==> src/sv/tdq_pkg.sv <==
// Shared types, widths and constants for the tail-drop queue delay model.
// Used by tdq_ram, tdq_depart and tail_drop_queue_delay_model; no dependencies.

package tdq_pkg;

    // Queue geometry.
    localparam int QUEUE_DEPTH = 128;
    localparam int IDX_W       = $clog2(QUEUE_DEPTH);
    localparam int CNT_W       = $clog2(QUEUE_DEPTH + 1);

    // Field widths.
    localparam int TIME_W  = 56;
    localparam int SIZE_W  = 16;
    localparam int RATE_W  = 24;
    localparam int TX_W    = SIZE_W + RATE_W;
    localparam int LIMIT_W = 8;
    localparam int OCC_W   = 8;
    localparam int TOTAL_W = 32;
    localparam int DELAY_W = 64;
    localparam int CMP_W   = (CNT_W > LIMIT_W) ? CNT_W : LIMIT_W;

    // Configuration port.
    localparam int CFG_IDX_W  = 1;
    localparam int CFG_DATA_W = RATE_W;
    localparam logic [CFG_IDX_W-1:0] CFG_BUFFER_LIMIT = 1'b0;
    localparam logic [CFG_IDX_W-1:0] CFG_PS_PER_BYTE  = 1'b1;

    // Register reset values.
    localparam logic [LIMIT_W-1:0] LIMIT_RESET = LIMIT_W'(100);
    localparam logic [RATE_W-1:0]  RATE_RESET  = RATE_W'(800000);

    // Request kinds.
    localparam logic KIND_ARRIVAL = 1'b0;
    localparam logic KIND_FLUSH   = 1'b1;

    // One queue entry: scheduled departure and the sojourn it will add on retirement.
    typedef struct packed {
        logic [TIME_W-1:0] dep;
        logic [TIME_W-1:0] soj;
    } entry_t;

    // Write request into the entry memory.
    typedef struct packed {
        logic              en;
        logic [IDX_W-1:0]  addr;
        entry_t            data;
    } wr_req_t;

    // Circular increment of a queue index.
    function automatic logic [IDX_W-1:0] next_slot(input logic [IDX_W-1:0] idx);
        logic [IDX_W-1:0] res;
        if (idx == IDX_W'(QUEUE_DEPTH - 1))
            res = '0;
        else
            res = idx + 1'b1;
        return res;
    endfunction

endpackage

==> src/sv/tdq_depart.sv <==
// Departure scheduler: transmission time, start of service, departure and sojourn.
// Depends on tdq_pkg for the time, size and rate widths.

module tdq_depart
    import tdq_pkg::*;
(
    input  logic              clk,
    input  logic [TIME_W-1:0] arrival,
    input  logic [TIME_W-1:0] last_dep,
    input  logic [SIZE_W-1:0] size,
    input  logic [RATE_W-1:0] rate,
    output logic [TIME_W-1:0] dep,
    output logic [TIME_W-1:0] soj
);

    logic [TX_W-1:0]   tx_reg;
    logic [TIME_W-1:0] start_reg;
    logic [TIME_W-1:0] wait_reg;
    logic [TIME_W:0]   dep_sum;
    logic              dep_sat;

    // Transmission time and start of service, recomputed every cycle from held inputs.
    always_ff @(posedge clk)
    begin
        tx_reg <= TX_W'(size) * TX_W'(rate);
        if (last_dep > arrival)
        begin
            start_reg <= last_dep;
            wait_reg  <= last_dep - arrival;
        end
        else
        begin
            start_reg <= arrival;
            wait_reg  <= '0;
        end
    end

    // Saturating departure; the sojourn follows the same saturation.
    always_comb
    begin
        dep_sum = {1'b0, start_reg} + (TIME_W + 1)'(tx_reg);
        dep_sat = dep_sum[TIME_W];
        if (dep_sat)
        begin
            dep = '1;
            soj = ~arrival;
        end
        else
        begin
            dep = dep_sum[TIME_W-1:0];
            soj = wait_reg + TIME_W'(tx_reg);
        end
    end

endmodule

==> config.mk <==
export PLATFORM = sky130hd
export DESIGN_NAME = tdq_depart
export DESIGN_NICKNAME = d
export VERILOG_FILES = /design/src/sv/tdq_pkg.sv /design/src/sv/tdq_depart.sv
export SDC_FILE = /design/constraint.sdc
export NUM_CORES = 2
export LEC_CHECK = 0
export BUFFER_PORTS_ARGS = -buffer_cell sky130_fd_sc_hd__buf_2
export CORE_MARGIN = 3
export CORE_UTILIZATION = 45
export CTS_CLUSTER_SIZE = 28
export DETAILED_ROUTE_END_ITERATION = 8
export PLACE_DENSITY = 0.61
export REMOVE_ABC_BUFFERS = 1
export SYNTH_ARGS = -nofsm -noshare
export SYNTH_HDL_FRONTEND = slang
export SYNTH_SLANG_ARGS = --single-unit
==> constraint.sdc <==
create_clock -name clk -period 10.2 [get_ports clk]
set_input_delay 2.04 -clock clk [delete_from_list [all_inputs] [get_ports clk]]
set_output_delay 2.04 -clock clk [all_outputs]
set_load 0.005 [all_outputs]
==> summary.txt <==
SYNTH
---------------------------------------------------------------------------------
Cell types with the largest area share after synthesis               sky130_fd_sc_hd__fa_1 (25%), sky130_fd_sc_hd__ha_1 (12%), sky130_fd_sc_hd__dfxtp_1 (12%)
Area of the mapped netlist                                           0.02522 mm^2
Number of enable flip-flop cells after synthesis                                0
Dominant cell type by area after synthesis                           sky130_fd_sc_hd__fa_1
Fraction of registers with async set/reset                                     0%
Most common flop cell mapped by yosys                                sky130_fd_sc_hd__dfxtp_1
Mean instance size in the synthesized netlist                          7.906 um^2
Number of distinct library cells after synthesis                               68
Yosys reg bits                                                                152
Post-synthesis sequential area ratio                                       12.07%
Syn. warnings                                                                   0
Gate Count Post-Synth                                                        3190
Area share of the largest cell type after synthesis                        24.53%

PLACEMENT
---------------------------------------------------------------------------------
Post-DP HPWL                                                             63.21 mm
Area of placed instances                                             0.02698 mm^2
Number of I/O port buffers                                                    264
GP Congestion                                                              0.9599
Post-placement cell count                                                    4072
Worst-case setup slack after placement                                   1.503 ns

RUN
---------------------------------------------------------------------------------
Max-capacitance violation count                                                 0

FLOORPLANNING
---------------------------------------------------------------------------------
Vert. Die Dim                                                            242.7 um
Width of the chip                                                        242.7 um
Initial standard-cell utilization of the core                              45.60%
Core Area                                                            0.05531 mm^2
# rows                                                                         86
Die Footprint                                                        0.05892 mm^2
Number of placed I/O pins                                                     265

PWR
---------------------------------------------------------------------------------
Clock power frac                                                             6.6%
Power share of the sequential group                                          9.8%
Reported leakage power                                                   14.08 nW
Switching component of the power                                       0.005301 W
Switching fraction of total power                                          52.44%
Worst-case vdd ir drop                                                   325.0 uV
Pwr/cell area                                                        366.3 mW/mm^2
Internal Dissipation                                                   0.004808 W
Combinational share of power                                                83.6%

LAYOUT
---------------------------------------------------------------------------------
Final Instance Count excl. Fillers                                           4105
Area growth syn-to-layout                                                  9.426%
Final std cell area, no fill                                         0.02760 mm^2
Net total in the final layout                                                4053
Ratio of cells with drive above 1 in the final layout                      9.595%
Commonest non-fill, non-tap cell in the layout                       sky130_fd_sc_hd__nand2_1
Most frequent cells in the layout                                    sky130_fd_sc_hd__nand2_1 (490), sky130_fd_sc_hd__inv_1 (455), sky130_fd_sc_hd__fa_1 (309)

STA
---------------------------------------------------------------------------------
Timing-limited maximum frequency                                       0.1216 GHz
Final hold vios                                                                 0
Final critical-path share of the clock period                              80.65%
Final Worst Setup Slack                                                  1.974 ns
Sum Neg Setup Slack                                                          0 ns
Final setup violating endpoints                                                 0
Number of pins with negative max-slew slack in the final report                 0
Slew at the pin with the worst max-slew slack                            1.066 ns
RSZ-0062 raised after global routing                                        false
Shortest clock period the worst path allows after layout                 8.226 ns
Relative slew slack                                                        28.79%

SETUP PATH
---------------------------------------------------------------------------------
Kind of capture point of the worst setup path                            register
CP Class                                                             primary input to register
Critical path startpoint                                                  size[2]
Required time worst endpoint                                             10.60 ns
Most repeated library cell on the critical path                      sky130_fd_sc_hd__fa_1
Largest stage delay on the critical path                                  0.54 ns
Crit path max-delay family                                            adder cells
Biggest fanout along the worst timing path                                     24
Data arrival at the endpoint of the critical path                         8.62 ns
Cells along the critical path                                        buf_2, nand2_1, fa_1, inv_1, fa_1, inv_1, fa_1, inv_1, fa_1, fa_1, inv_1, fa_1, inv_1, ha_1, or3_1, a221o_1, a31oi_2, o31ai_2, a21o_1, a221o_1, o21a_1, o21a_1, or4_1, nand3_1
Slowest cell on the critical path                                    sky130_fd_sc_hd__fa_1
Critical path launch point type                                      primary input
Sum of buffers and inverters on the critical path                               6

ROUTING
---------------------------------------------------------------------------------
Via density per instance                                                    5.417
Drt pass-1 iters                                                                5
Wire length reported by the detailed router                              75.49 mm
Total number of vias                                                        22240
DR WL/cell                                                               18.39 um
DRC errors left                                                                 0
Antenna Nets Post-Route                                                         0
First-iteration detailed-routing DRC count                                   1429

CLOCK TREE
---------------------------------------------------------------------------------
Largest buffer count on any clock path                                          2
Clock tree from TritonCTS                                                     yes
# H-tree levels                                                                 4
Total setup buffers inserted after CTS                                          0
Total of cells resized after clock tree synthesis                               0
Number of hold-repair buffers added at the cts stage                            0
Clock sink count                                                              152
Root buffer cell                                                     sky130_fd_sc_hd__clkbuf_16
Clock slew seen by the registers of the worst setup and hold paths        0.07 ns
Number of buffers created by CTS                                               17

MIN PATH
---------------------------------------------------------------------------------
Class of the worst hold path                                         primary input to register
Worst Hold Launch                                                    last_dep[48]

GRT
---------------------------------------------------------------------------------
Antenna violations before repair                                                0
Global-route wire length before repair                                   120.4 mm
Total routing resource utilization after global routing                    25.36%
Remaining global-route overflow                                                 0
Pin count of the biggest net entering global routing                          111
Number of global-route vias before repair                                   22240

OUTCOME
---------------------------------------------------------------------------------
Outcome                                                                 completed

[metal layers]
metal,global-route usage (%),share of wire [%],vias up
met4,6.397,2.3,0
met3,3.314,6.0,104
met5,0,0,-
met1,34.91,46,10700
li1,-,-,10700
met2,42.28,46,727
[tightest hold or removal path, cell delays in order]
cell	delay, ns
sky130_fd_sc_hd__buf_2	0.10
sky130_fd_sc_hd__nand2_1	0.04
sky130_fd_sc_hd__o21ai_0	0.05
[cell usage after synthesis, drive strengths merged, types with 5 or more instances]
cell    count
a211o       7
a211oi     21
a21o      100
a21oi     206
a31oi      26
a41oi       6
and2      178
and3       30
buf        30
clkbuf    103
dfxtp     152
fa        309
ha        248
inv       455
mux2i      19
nand2     491
nand2b     20
nand3      44
nand4      37
nor2      150
nor2b      20
nor3       31
nor4        6
o211ai     14
o21a       24
o21ai     175
o21bai     27
o221ai      6
o22ai       7
o31ai      10
or2         6
or3         5
xnor2     100
xor2       74
[power groups by stage]
stage,sequential [W],combinational (W),clock [W]
floorplan,0.000912,0.00627,0
global placement,0.00100,0.00826,0
detailed placement,0.000996,0.00839,0
CTS,0.000986,0.00845,0.000684
global route,0.00100,0.00954,0.000708
finish,0.000991,0.00845,0.000668
[per-stage QoR]
| stage | hold WS, ns | power, W | util, % |
|---|---|---|---|
| finish | 1.809 | 0.01011 | 49.90 |
| global route | 1.812 | 0.01125 | 49.89 |
| CTS | 1.792 | 0.01012 | 49.89 |
| detailed placement | 2.270 | 0.009390 | 48.79 |
| global placement | 2.267 | 0.009260 | 48.79 |
| floorplan | 2.149 | 0.007177 | - |
[final cells by class]
class / instances / area [um^2]
multi-input combinational: 2450 / 19950
fill: 5521 / 27710
clock inverter: 14 / 172.7
antenna: 1 / 2.502
sequential: 152 / 3043
inverter: 455 / 1708
timing repair buffer: 267 / 1344
clock buffer: 18 / 439.2
tap: 748 / 935.9
[kinds of logic (layout without fill, tap and decap cells)]
logic type	after synthesis	count (layout)	share of synthesized area (%)
AO/OA/AOI/OAI	668	668	16.37
XOR/XNOR	174	174	6.043
adder cells (fa/ha/maj)	557	557	36.83
buffers and inverters	588	754	8.900
flip-flops	152	152	12.07
multiplexers	23	23	0.9327
other	0	1	0
AND/OR/NAND/NOR	1028	1028	18.86
[worst paths after layout]
| path | to | slack (ns) | depth (start not counted) |
|---|---|---|---|
| setup / recovery | tx_reg[38] | 1.97 | 24 |
| hold / removal | start_reg[48] | 1.81 | 3 |
Note: power is estimated with default switching activity, not from simulation.
